[src/hw/rtl/crc8fr_pkg.sv]
`default_nettype none

package crc8fr_pkg;

    localparam logic [7:0] CRC_POLY           = 8'h07;
    localparam logic [7:0] CRC_TOP            = 8'h80;
    localparam logic [7:0] START_MARKER_RESET = 8'hA5;
    localparam logic [7:0] COMMAND_TYPE_RESET = 8'h10;

    localparam logic REG_START_MARKER = 1'b0;
    localparam logic REG_COMMAND_TYPE = 1'b1;

    typedef enum logic [1:0] {
        EV_NONE    = 2'd0,
        EV_GOOD    = 2'd1,
        EV_BADCRC  = 2'd2,
        EV_TOOLONG = 2'd3
    } frame_evt_t;

    typedef struct packed {
        logic        en;
        logic [31:0] word;
    } push_req_t;

    typedef struct packed {
        logic       hit;
        logic [3:0] count;
    } queue_status_t;

    function automatic logic [7:0] crc8_update(input logic [7:0] crc, input logic [7:0] data);
        logic [7:0] c;
        c = crc ^ data;
        for (int k = 0; k < 8; k++) begin
            if ((c & CRC_TOP) != 8'h00) begin
                c = (c << 1) ^ CRC_POLY;
            end else begin
                c = c << 1;
            end
        end
        return c;
    endfunction

endpackage

`default_nettype wire

[src/hw/rtl/crc8fr_if.sv]
`default_nettype none

interface crc8fr_in_if;
    logic       valid;
    logic       ready;
    logic       cmd;
    logic [7:0] rx_byte;

    modport source (output valid, output cmd, output rx_byte, input ready);
    modport sink (input valid, input cmd, input rx_byte, output ready);
endinterface

interface crc8fr_out_if;
    logic        valid;
    logic        ready;
    logic [1:0]  frame_event;
    logic        cmd_valid;
    logic [31:0] cmd_word;
    logic [3:0]  queue_count;

    modport source (output valid, output frame_event, output cmd_valid, output cmd_word,
                    output queue_count, input ready);
    modport sink (input valid, input frame_event, input cmd_valid, input cmd_word,
                  input queue_count, output ready);
endinterface

`default_nettype wire

[src/hw/rtl/crc8fr_parser.sv]
`default_nettype none

module crc8fr_parser #(
    parameter int MAX_PAYLOAD = 256,
    parameter int CMD_BYTES   = 4
) (
    input  wire logic                 clk,
    input  wire logic                 rst_n,
    input  wire logic                 byte_en,
    input  wire logic [7:0]           rx_byte,
    input  wire logic [7:0]           start_marker,
    input  wire logic [7:0]           command_type,
    output crc8fr_pkg::frame_evt_t    evt,
    output crc8fr_pkg::push_req_t     push
);

    localparam int IDX_W = $clog2(MAX_PAYLOAD + 1);

    typedef enum logic [5:0] {
        PH_IDLE   = 6'b000001,
        PH_TYPE   = 6'b000010,
        PH_LEN_LO = 6'b000100,
        PH_LEN_HI = 6'b001000,
        PH_DATA   = 6'b010000,
        PH_CHECK  = 6'b100000
    } phase_t;

    phase_t             phase_reg, phase_next;
    logic [7:0]         type_reg, type_next;
    logic [15:0]        length_reg, length_next;
    logic [IDX_W-1:0]   index_reg, index_next;
    logic [7:0]         crc_reg, crc_next;
    logic [31:0]        capture_reg, capture_next;

    always_comb
    begin
        phase_next   = phase_reg;
        type_next    = type_reg;
        length_next  = length_reg;
        index_next   = index_reg;
        crc_next     = crc_reg;
        capture_next = capture_reg;
        evt          = crc8fr_pkg::EV_NONE;
        push.en      = 1'b0;
        push.word    = capture_reg;
        unique case (phase_reg)
            PH_TYPE:
            begin
                type_next  = rx_byte;
                phase_next = PH_LEN_LO;
            end
            PH_LEN_LO:
            begin
                length_next = {8'h00, rx_byte};
                phase_next  = PH_LEN_HI;
            end
            PH_LEN_HI:
            begin
                length_next  = {rx_byte, length_reg[7:0]};
                index_next   = '0;
                crc_next     = 8'h00;
                capture_next = 32'h0;
                if (length_next == 16'h0000) begin
                    phase_next = PH_CHECK;
                end else if ({1'b0, length_next} > 17'(MAX_PAYLOAD)) begin
                    phase_next = PH_IDLE;
                    evt        = crc8fr_pkg::EV_TOOLONG;
                end else begin
                    phase_next = PH_DATA;
                end
            end
            PH_DATA:
            begin
                crc_next = crc8fr_pkg::crc8_update(crc_reg, rx_byte);
                if ((index_reg < IDX_W'(4)) && (index_reg < IDX_W'(CMD_BYTES))) begin
                    capture_next[8*index_reg[1:0] +: 8] = rx_byte;
                end
                index_next = index_reg + IDX_W'(1);
                if ((17'(index_reg) + 17'd1) >= 17'(length_reg)) begin
                    phase_next = PH_CHECK;
                end
            end
            PH_CHECK:
            begin
                if (crc_reg == rx_byte) begin
                    evt = crc8fr_pkg::EV_GOOD;
                    if ((type_reg == command_type) && (length_reg == 16'(CMD_BYTES))) begin
                        push.en = 1'b1;
                    end
                end else begin
                    evt = crc8fr_pkg::EV_BADCRC;
                end
                phase_next = PH_IDLE;
            end
            default:
            begin
                phase_next = (rx_byte == start_marker) ? PH_TYPE : PH_IDLE;
            end
        endcase
        if (!byte_en) begin
            evt     = crc8fr_pkg::EV_NONE;
            push.en = 1'b0;
        end
    end

    always_ff @(posedge clk or negedge rst_n)
    begin
        if (!rst_n) begin
            phase_reg   <= PH_IDLE;
            type_reg    <= 8'h00;
            length_reg  <= 16'h0000;
            index_reg   <= '0;
            crc_reg     <= 8'h00;
            capture_reg <= 32'h0;
        end else if (byte_en) begin
            phase_reg   <= phase_next;
            type_reg    <= type_next;
            length_reg  <= length_next;
            index_reg   <= index_next;
            crc_reg     <= crc_next;
            capture_reg <= capture_next;
        end
    end

endmodule

`default_nettype wire

[src/hw/rtl/crc8fr_cmd_queue.sv]
`default_nettype none

module crc8fr_cmd_queue #(
    parameter int QUEUE_DEPTH = 16
) (
    input  wire logic                       clk,
    input  wire logic                       rst_n,
    input  wire crc8fr_pkg::push_req_t      push,
    input  wire logic                       pop_en,
    output crc8fr_pkg::queue_status_t       status,
    output logic [31:0]                     rd_data
);

    localparam int PTR_W  = $clog2(QUEUE_DEPTH);
    localparam int FILL_W = PTR_W + 1;

    logic [31:0]      mem [QUEUE_DEPTH];
    logic [31:0]      rd_data_reg;
    logic [PTR_W-1:0] wp_reg, wp_next;
    logic [PTR_W-1:0] rp_reg, rp_next;
    logic [PTR_W-1:0] wp_inc, rp_inc;
    logic [FILL_W-1:0] fill;
    logic             empty;
    logic             full;
    logic             we;
    logic             re;

    assign wp_inc = (wp_reg == PTR_W'(QUEUE_DEPTH - 1)) ? '0 : wp_reg + PTR_W'(1);
    assign rp_inc = (rp_reg == PTR_W'(QUEUE_DEPTH - 1)) ? '0 : rp_reg + PTR_W'(1);
    assign empty  = (rp_reg == wp_reg);
    assign full   = (wp_inc == rp_reg);
    assign we     = push.en && !full;
    assign re     = pop_en && !empty;

    always_comb
    begin
        wp_next = we ? wp_inc : wp_reg;
        rp_next = re ? rp_inc : rp_reg;
        fill    = FILL_W'(wp_next) - FILL_W'(rp_next)
                  + ((wp_next < rp_next) ? FILL_W'(QUEUE_DEPTH) : '0);
    end

    assign status.hit   = re;
    assign status.count = 4'(fill);
    assign rd_data      = rd_data_reg;

    always_ff @(posedge clk)
    begin
        if (we) begin
            mem[wp_reg] <= push.word;
        end
        if (re) begin
            rd_data_reg <= mem[rp_reg];
        end
    end

    always_ff @(posedge clk or negedge rst_n)
    begin
        if (!rst_n) begin
            wp_reg <= '0;
            rp_reg <= '0;
        end else begin
            wp_reg <= wp_next;
            rp_reg <= rp_next;
        end
    end

endmodule

`default_nettype wire

[src/hw/rtl/crc8_frame_receiver_with_command_fifo.sv]
// Framed byte receiver with a command queue. Each input beat is either a link
// byte (cmd 0), parsed as marker, type, 16-bit little-endian length, payload and
// a CRC-8 byte (poly 0x07, init 0), or a pop (cmd 1) of the oldest queued
// command. A good frame of the command type and exactly CMD_BYTES long is
// pushed into a QUEUE_DEPTH-slot FIFO that keeps one slot empty; when full the
// command is dropped. Every beat yields one result beat with the frame event,
// the popped command and the fill level. One beat is accepted every clock
// cycle while input ready is high; its result is registered into the output
// register at accept, as is the read of the command store memory. Input ready
// drops only while a result waits in the output register and output ready is
// low. The command store needs no clearing after reset. Configuration:
// start_marker at byte address 0, command_type at byte address 4.
`default_nettype none

module crc8_frame_receiver_with_command_fifo #(
    parameter int QUEUE_DEPTH = 16,
    parameter int MAX_PAYLOAD = 256,
    parameter int CMD_BYTES   = 4
) (
    input  wire logic        clk,
    input  wire logic        rst_n,
    crc8fr_in_if.sink        in_ch,
    crc8fr_out_if.source     out_ch,
    input  wire logic        psel,
    input  wire logic        penable,
    input  wire logic        pwrite,
    input  wire logic [2:0]  paddr,
    input  wire logic [31:0] pwdata,
    output logic [31:0]      prdata,
    output logic             pready
);

    logic [7:0] start_marker_reg;
    logic [7:0] command_type_reg;
    logic       cfg_we;

    logic                      accept;
    crc8fr_pkg::frame_evt_t    evt;
    crc8fr_pkg::push_req_t     push;
    crc8fr_pkg::queue_status_t status;
    logic [31:0]               rd_data;

    logic       out_valid_reg;
    logic [1:0] event_reg;
    logic       cmd_valid_reg;
    logic [3:0] count_reg;

    assign pready = 1'b1;
    assign cfg_we = psel && penable && pwrite && pready;
    assign prdata = (paddr[2] == crc8fr_pkg::REG_COMMAND_TYPE)
                    ? {24'h0, command_type_reg} : {24'h0, start_marker_reg};

    always_ff @(posedge clk or negedge rst_n)
    begin
        if (!rst_n) begin
            start_marker_reg <= crc8fr_pkg::START_MARKER_RESET;
            command_type_reg <= crc8fr_pkg::COMMAND_TYPE_RESET;
        end else if (cfg_we) begin
            unique case (paddr[2])
                crc8fr_pkg::REG_START_MARKER: start_marker_reg <= pwdata[7:0];
                crc8fr_pkg::REG_COMMAND_TYPE: command_type_reg <= pwdata[7:0];
                default:                      start_marker_reg <= start_marker_reg;
            endcase
        end
    end

    assign in_ch.ready = !out_valid_reg || out_ch.ready;
    assign accept      = in_ch.valid && in_ch.ready;

    crc8fr_parser #(
        .MAX_PAYLOAD (MAX_PAYLOAD),
        .CMD_BYTES   (CMD_BYTES)
    ) u_parser (
        .clk          (clk),
        .rst_n        (rst_n),
        .byte_en      (accept && !in_ch.cmd),
        .rx_byte      (in_ch.rx_byte),
        .start_marker (start_marker_reg),
        .command_type (command_type_reg),
        .evt          (evt),
        .push         (push)
    );

    crc8fr_cmd_queue #(
        .QUEUE_DEPTH (QUEUE_DEPTH)
    ) u_queue (
        .clk     (clk),
        .rst_n   (rst_n),
        .push    (push),
        .pop_en  (accept && in_ch.cmd),
        .status  (status),
        .rd_data (rd_data)
    );

    always_ff @(posedge clk or negedge rst_n)
    begin
        if (!rst_n) begin
            out_valid_reg <= 1'b0;
            event_reg     <= 2'd0;
            cmd_valid_reg <= 1'b0;
            count_reg     <= 4'd0;
        end else if (in_ch.ready) begin
            out_valid_reg <= accept;
            if (accept) begin
                event_reg     <= evt;
                cmd_valid_reg <= status.hit;
                count_reg     <= status.count;
            end
        end
    end

    assign out_ch.valid       = out_valid_reg;
    assign out_ch.frame_event = event_reg;
    assign out_ch.cmd_valid   = cmd_valid_reg;
    assign out_ch.cmd_word    = cmd_valid_reg ? rd_data : 32'h0;
    assign out_ch.queue_count = count_reg;

endmodule

`default_nettype wire

[src/flat_wrapper.sv]
// flat-port wrapper written by rule: the top's interface ports become plain ports
module crc8_frame_receiver_with_command_fifo_flat 
#(
    parameter int QUEUE_DEPTH = 16,
    parameter int MAX_PAYLOAD = 256,
    parameter int CMD_BYTES   = 4
)
  (clk, rst_n, psel, penable, pwrite, paddr, pwdata, prdata, pready, in_ch_valid, in_ch_cmd, in_ch_rx_byte, in_ch_ready, out_ch_valid, out_ch_frame_event, out_ch_cmd_valid, out_ch_cmd_word, out_ch_queue_count, out_ch_ready);
  crc8fr_in_if in_ch_i ();
  crc8fr_out_if out_ch_i ();
  input  wire logic clk;
  input  wire logic rst_n;
  input  wire logic psel;
  input  wire logic penable;
  input  wire logic pwrite;
  input  wire logic [2:0] paddr;
  input  wire logic [31:0] pwdata;
  output logic [31:0] prdata;
  output logic pready;
  input wire logic [$bits(in_ch_i.valid)-1:0] in_ch_valid;
  input wire logic [$bits(in_ch_i.cmd)-1:0] in_ch_cmd;
  input wire logic [$bits(in_ch_i.rx_byte)-1:0] in_ch_rx_byte;
  output wire logic [$bits(in_ch_i.ready)-1:0] in_ch_ready;
  output wire logic [$bits(out_ch_i.valid)-1:0] out_ch_valid;
  output wire logic [$bits(out_ch_i.frame_event)-1:0] out_ch_frame_event;
  output wire logic [$bits(out_ch_i.cmd_valid)-1:0] out_ch_cmd_valid;
  output wire logic [$bits(out_ch_i.cmd_word)-1:0] out_ch_cmd_word;
  output wire logic [$bits(out_ch_i.queue_count)-1:0] out_ch_queue_count;
  input wire logic [$bits(out_ch_i.ready)-1:0] out_ch_ready;
  assign in_ch_i.valid = in_ch_valid;
  assign in_ch_i.cmd = in_ch_cmd;
  assign in_ch_i.rx_byte = in_ch_rx_byte;
  assign in_ch_ready = in_ch_i.ready;
  assign out_ch_valid = out_ch_i.valid;
  assign out_ch_frame_event = out_ch_i.frame_event;
  assign out_ch_cmd_valid = out_ch_i.cmd_valid;
  assign out_ch_cmd_word = out_ch_i.cmd_word;
  assign out_ch_queue_count = out_ch_i.queue_count;
  assign out_ch_i.ready = out_ch_ready;
  crc8_frame_receiver_with_command_fifo #(.QUEUE_DEPTH(QUEUE_DEPTH), .MAX_PAYLOAD(MAX_PAYLOAD), .CMD_BYTES(CMD_BYTES)) u_core (.clk(clk), .rst_n(rst_n), .in_ch(in_ch_i), .out_ch(out_ch_i), .psel(psel), .penable(penable), .pwrite(pwrite), .paddr(paddr), .pwdata(pwdata), .prdata(prdata), .pready(pready));
endmodule
[config.mk]
export PLATFORM = sky130hd
export DESIGN_NAME = crc8_frame_receiver_with_command_fifo_flat
export DESIGN_NICKNAME = d
export VERILOG_FILES = /design/src/hw/rtl/crc8fr_pkg.sv /design/src/hw/rtl/crc8fr_if.sv /design/src/hw/rtl/crc8fr_parser.sv /design/src/hw/rtl/crc8fr_cmd_queue.sv /design/src/hw/rtl/crc8_frame_receiver_with_command_fifo.sv /design/src/flat_wrapper.sv
export SDC_FILE = /design/constraint.sdc
export NUM_CORES = 1
export LEC_CHECK = 0
export BUFFER_PORTS_ARGS = -buffer_cell sky130_fd_sc_hd__buf_4
export CORE_ASPECT_RATIO = 1.75
export CORE_MARGIN = 1
export CORE_UTILIZATION = 60
export CTS_CLUSTER_SIZE = 16
export DETAILED_ROUTE_END_ITERATION = 6
export GPL_TIMING_DRIVEN = 0
export PLACE_DENSITY = 0.77
export SLEW_MARGIN = 10
export SYNTH_ARGS = -nofsm -noshare
export SYNTH_HDL_FRONTEND = slang
export SYNTH_SLANG_ARGS = --single-unit
[constraint.sdc]
create_clock -name clk -period 8.4 [get_ports clk]
set_clock_uncertainty 0.2 [all_clocks]
set_input_delay 1.68 -clock clk [delete_from_list [all_inputs] [get_ports clk]]
set_output_delay 1.68 -clock clk [all_outputs]
set_load 0.01 [all_outputs]
* After elaboration in Yosys (flattened, before gate mapping)
Memories as Yosys holds them, arrays and structs flattened. A register that Yosys moved wholly into a read port is not among the register bits.
Cells that the tools add are included.
** Storage, ports and cells
- Register bits after elaboration :: 111
- Memory bits (writable) :: 512
- Bits of input ports :: 51
- Output and inout bits :: 74
- Word-level logic and storage cells :: 122
- Memories :: 1
** Operators by class
- $add $sub $neg :: 7
- Magnitude comparators :: 3
- Equality and inequality tests :: 15
- Shifts and indexed selects :: 2
- Mux-type cells :: 43
- Bitwise gates (word level) :: 11
- Reduce and logical (&&, ||, !) cells :: 25
** Memories
- u_core.u_queue.mem :: depth 16, bits a word 32, rd ports 1, clocked after Yosys merged registers in 1, wr ports 1, line crc8fr_cmd_queue.sv:17 : logic [31:0] mem [QUEUE_DEPTH];
** Operators by type and width (number)
- $mux W32 :: 2
- $mux W8 :: 8
- $pmux W32 S2 :: 1
- $neg A5 Y34 :: 1
- $shift A8 B34 Y32 const A :: 1
- $shiftx A8 B34 Y32 :: 1
- $bwmux W32 :: 1
- $pmux W16 S2 :: 1
- $pmux W6 S5 :: 1
- $eq A8 B8 Y1 :: 3
- $mux W3 :: 8
- $not A3 Y3 :: 8
- $pmux W9 S2 :: 1
- $eq A16 B3 Y1 const B :: 1
- $ge A10 B16 Y1 :: 1
- $gt A16 B9 Y1 const B :: 1
- $logic_not A16 Y1 :: 1
- $mux W4 :: 4
- $pmux W8 S2 :: 1
- $reduce_and A2 Y1 :: 7
- $mux W6 :: 2
- $add A9 B1 Y10 const B :: 1
- $mux W2 :: 5
- $add A9 B1 Y9 const B :: 1
- other kinds (22) :: 44

* Depth between registers and ports, before layout
- Depth after elaboration :: 25
- Depth in mapped cells :: 18
- Depth with buffers taken out :: 17

* By module
A second synthesis with hierarchy kept.
** Unflattened totals
- Cells, all modules :: 1513
- Area total of the unflattened synthesis :: 27107.2 sq um
** Modules (own cells, without submodules)
- crc8fr_cmd_queue :: instances 1, cells an instance 952, area an instance 21312.9 sq um, sequential area each 16535.9 sq um
- crc8fr_parser :: instances 1, cells an instance 436, area an instance 4346.7 sq um, sequential area each 1978.1 sq um
- crc8_frame_receiver_with_command_fifo :: instances 1, cells an instance 125, area an instance 1447.6 sq um, sequential area each 606.8 sq um

* Worst setup path after synthesis
OpenSTA, ideal clock, no wires.
- Path kind :: input -> register
- Start point :: in in_ch_rx_byte[4]
- End point :: mem u_core.u_queue.mem[0][0], enable pin
- Setup time :: 0.502 ns
- Arrival :: 6.311 ns
- Required time :: 7.698 ns
- Path slack :: 1.387 ns
- Cell stages on the path :: 8
- Path buffers :: 1
- Cells stage by stage :: clkbuf_1 > xnor2_1 > ha_1 > nand3_1 > or3_1 > nor3_2 > o2111ai_4 > nor4_1
** On the way
- Cells in the longest elaborated chain, start to end :: 7
** RTL lines
- from (decl) :: line flat_wrapper.sv:22 : input wire logic [$bits(in_ch_i.rx_byte)-1:0] in_ch_rx_byte;
- $eq A8 B8 Y1 :: line crc8fr_parser.sv:85 : if (crc_reg == rx_byte) begin
- $mux W1 :: line crc8fr_parser.sv:85
- $mux W1 :: line crc8fr_parser.sv:46 : unique case (phase_reg)
- $mux W1 :: line crc8fr_parser.sv:100 : if (!byte_en) begin
- $logic_and A1 B1 Y1 :: line crc8fr_cmd_queue.sv:32 : assign we = push.en && !full;
- $mux W1 :: line crc8fr_cmd_queue.sv:49 : if (we) begin
- $mux W1 (implied by the code) :: line crc8fr_cmd_queue.sv:50 : mem[wp_reg] <= push.word;
- to (decl) :: line crc8fr_cmd_queue.sv:17
No other way between the ends.

* Worst setup path in the final report
- Start point :: in in_ch_rx_byte[5]
- End point :: mem u_core.u_queue.mem[14][5], enable pin
Same word-level chain as after synthesis.

==> impl_results.md <==
- Outcome: complete, no violations
- Sum of internal, switching and leakage power: just under 8 mW
- Final weighted congestion in routability-driven placement: 0.814
- CTS max path bufs: 3
- Total DRC errors in the routed layout: 0
- TritonCTS clock tree: yes
- Finish-stage setup viols: 0
- Final critical delay including setup and external delays: 5760 ps
- Post-Layout Cell Count: about 2.2k
- Average via count per standard cell: ~6.4
- FF-to-FF setup slack: 4190 ps
- TritonCTS Buffers: 53
- Placement Rows: a little over 100
- Total count of hold-check failures in the final report: 0
- Maximum operating frequency: 174 MHz
- Fin. max-slew vios: 0
- Pre-antenna DRT Iters: 4
- Pint: 5.80 mW
- Root buffer selected by CTS: sky130_fd_sc_hd__clkbuf_16
- Net switching power: 2.08 mW
- Number of max-capacitance violations reported: 0
- LEAKAGE: 11.0 nW
- Largest net degree at the start of global routing: 70
- Unrepaired setup endpoints after global routing: false
- Count of cells resized by post-cts repair: 0
- Number of sinks driven by the clock tree: 655
- Die X: 161 microns
- Number of antenna violations at the first check in global routing: 1
- Share of post-route cells with drive strength above 1: roughly 29%
- DP Cell Count: 2,089
- Netlist cell types: 58
- Hold Buf Count CTS: 0
- Total wire length: 62,500 microns
- Switching part of the total power: 26.4%
- Asr flop ratio synth: around 17%
- Y dimension of the die: 280 microns
- Register share of total power: 46.0%
- Overall routing resource usage: 28.7%
- Area growth from synthesis to layout: 13.7%
- Kind of end point of the critical path: flop
- Number of nets in the finished design: 1,657
- Number of nets with antenna violations after detailed routing: 0
- Peak ir drop on the vdd network: roughly 0.20 mV
- Iter 0 DRT Violations: 1,270
- Synth warnings: 0
- Ports: roughly 130
- Area of combinational cells with multiple inputs: 6970 sq um
- Area of the core: 43,500 sq um
- Crit path kind: in -> reg
- Period utilisation layout: between 60% and 70%
- Starting utilization of the core area: 61.0%
- H-tree depth reported by CTS: 2
- Wire length of the first global-routing pass: between 90,000 and 100,000 microns
- Type of origin of the critical path: primary input
- Portion of total power attributed to the clock network: 31.6%
- Clock transition at the registers of the reported paths: 70 ps
- Total die area: about 45,000 sq um
- Arrival time reported for the critical path endpoint: 5830 ps
- Count of vias placed by the detailed router: 14.0k
- Max transition margin: between 10% and 20%
- Cell types with the largest area share after synthesis: sky130_fd_sc_hd__edfxtp_1, sky130_fd_sc_hd__mux4_2, sky130_fd_sc_hd__dfrtp_1, sky130_fd_sc_hd__mux2_2, sky130_fd_sc_hd__nand2_1
- Type of the tightest min-delay check: reg -> reg
- Seq/Total Area, Yosys: 72.2%
- Combinational cell fraction of total power: 22.4%
- Final HPWL DP: roughly 39,000 microns
- Routed length per instance: approximately 29 microns
- Number of register bits inferred by synthesis: 655
- Count leader, synth: sky130_fd_sc_hd__edfxtp_1
- Ys flop type: sky130_fd_sc_hd__edfxtp_1
- Share of the synthesized area in the top cell type: around three fifths
- Sequential cell area in the final layout: 19,100 sq um
- Clock latency on the worst-skew pair: 590 ps
- Worst-Margin Slew: 1210 ps
- Post-synthesis cell count: 1,391
- Diodes inserted: 0
- Final core utilization: between 60% and 70%
- Area of the mapped netlist: approximately 26,000 sq um
- Mean area per synthesized cell: roughly 19 sq um
- Filler Cell Count: 2,693
- Req. time, crit path: 8470 ps
- Number of global-route vias before repair: 14.7k
- Number of buffers inserted by post-CTS setup repair: 0
- Post-synth top area cell: sky130_fd_sc_hd__edfxtp_1
- Number of enable flip-flop cells after synthesis: 544
- Max FFs per register: 512
- Count of input and output buffers: 66
- Most instantiated cells after synthesis: sky130_fd_sc_hd__edfxtp_1, sky130_fd_sc_hd__mux4_2, sky130_fd_sc_hd__dfrtp_1
- Setup TNS: 0 ps
- Power density of the placed cells: 262 nW/um^2
- Aggregate global routing overflow: 0
- Critical path fanouts, max: 17
[layer usage]
layer  vias up  GRT usage, %  part of all wire (%)
met5         -             0                 0.021
met4         2          14.1                   5.1
met3       195          5.16                   7.7
met2       721          51.8                    54
met1      7256          32.8                    33
li1       5815             -                     -
[cell families (layout without fill, tap and decap cells)]
kind of cell	Yosys count	after routing	share of synthesized area (%)
flip-flops	655	655	72.2
AO/OA/AOI/OAI	113	113	2.72
XOR/XNOR	56	56	1.95
other	2	25	0.0283
multiplexers	200	200	15.3
adder cells (fa/ha/maj)	28	28	1.35
buffers and inverters	114	319	2.14
AND/OR/NAND/NOR	223	223	4.33
[area by class of cell]
type / count / share of cell area, %
sequential: 655 / 63.5
multi-input combinational: 645 / 23.1
inverter: 23 / 0.287
clock inverter: 26 / 0.777
buffer: 91 / 1.61
clock buffer: 70 / 4.96
timing repair buffer: 109 / 3.42
tap: 566 / 2.35
[power groups by stage]
stage / combinational, mW / sequential, mW / clock [mW]
global route: 1.86 / 3.64 / 2.63
CTS: 1.79 / 3.63 / 2.51
global placement: 1.73 / 3.70 / 0
finish: 1.77 / 3.63 / 2.49
floorplan: 1.21 / 3.69 / 0
detailed placement: 1.76 / 3.70 / 0
[cell usage in the layout (no fill, tap or decap), types with 6 or more instances in the layout]
master	n
sky130_fd_sc_hd__edfxtp_1	544
sky130_fd_sc_hd__mux4_2	160
sky130_fd_sc_hd__buf_4	115
sky130_fd_sc_hd__dfrtp_1	105
sky130_fd_sc_hd__nand2_1	93
sky130_fd_sc_hd__o21ai_0	56
sky130_fd_sc_hd__clkbuf_16	55
sky130_fd_sc_hd__clkbuf_1	47
sky130_fd_sc_hd__mux2_2	38
sky130_fd_sc_hd__and2_1	33
sky130_fd_sc_hd__xnor2_1	31
sky130_fd_sc_hd__ha_1	27
sky130_fd_sc_hd__conb_1	25
sky130_fd_sc_hd__inv_1	23
sky130_fd_sc_hd__xor2_1	23
sky130_fd_sc_hd__a22o_1	20
sky130_fd_sc_hd__nor2_1	19
sky130_fd_sc_hd__buf_2	18
sky130_fd_sc_hd__a21oi_1	10
sky130_fd_sc_hd__buf_1	10
sky130_fd_sc_hd__nand3_1	9
sky130_fd_sc_hd__nor4_1	9
sky130_fd_sc_hd__clkinv_2	9
sky130_fd_sc_hd__clkinv_1	9
sky130_fd_sc_hd__a21o_1	8
sky130_fd_sc_hd__and2_2	8
sky130_fd_sc_hd__buf_12	8
sky130_fd_sc_hd__clkbuf_8	7
sky130_fd_sc_hd__nand4_1	6
sky130_fd_sc_hd__nor4_2	6
sky130_fd_sc_hd__and3_1	6
sky130_fd_sc_hd__buf_16	6
sky130_fd_sc_hd__dfstp_2	6
[path summary, 6_finish.rpt]
path,from,endpoint,cells after the start
min in group asynchronous,rst_n,u_core.command_type_reg[5],1
worst max-delay path,in_ch_rx_byte[5],u_core.u_queue.mem[14][5],12
worst min-delay path,u_core.u_parser.length_reg[3],u_core.u_parser.length_reg[3],2
worst max register to register,u_core.u_parser.crc_reg[6],u_core.u_queue.mem[14][5],10
worst min register to register,u_core.u_parser.length_reg[3],u_core.u_parser.length_reg[3],2
max in group asynchronous,rst_n,u_core.u_parser.phase_reg[0],2
[critical path: stages]
cell and delay [ps]:
sky130_fd_sc_hd__clkbuf_1 860, sky130_fd_sc_hd__xor2_1 330, sky130_fd_sc_hd__inv_1 120, sky130_fd_sc_hd__ha_1 150, sky130_fd_sc_hd__nand3_1 120, sky130_fd_sc_hd__or3_1 340, sky130_fd_sc_hd__nor3_2 330, sky130_fd_sc_hd__o2111ai_4 310
sky130_fd_sc_hd__inv_1 270, sky130_fd_sc_hd__nand3_1 300, sky130_fd_sc_hd__nor2_4 700, sky130_fd_sc_hd__buf_12 280
[metrics by stage]
stage	area, sq um	worst slack, ps	hold WS (ps)
after global placement	27800	-3370	265
after global routing	30100	2570	310
final	30100	2640	297
after floorplan	26600	1390	250
after detailed placement	28400	2100	277
after CTS	30100	2710	297
(Power assumes the default switching activity.)
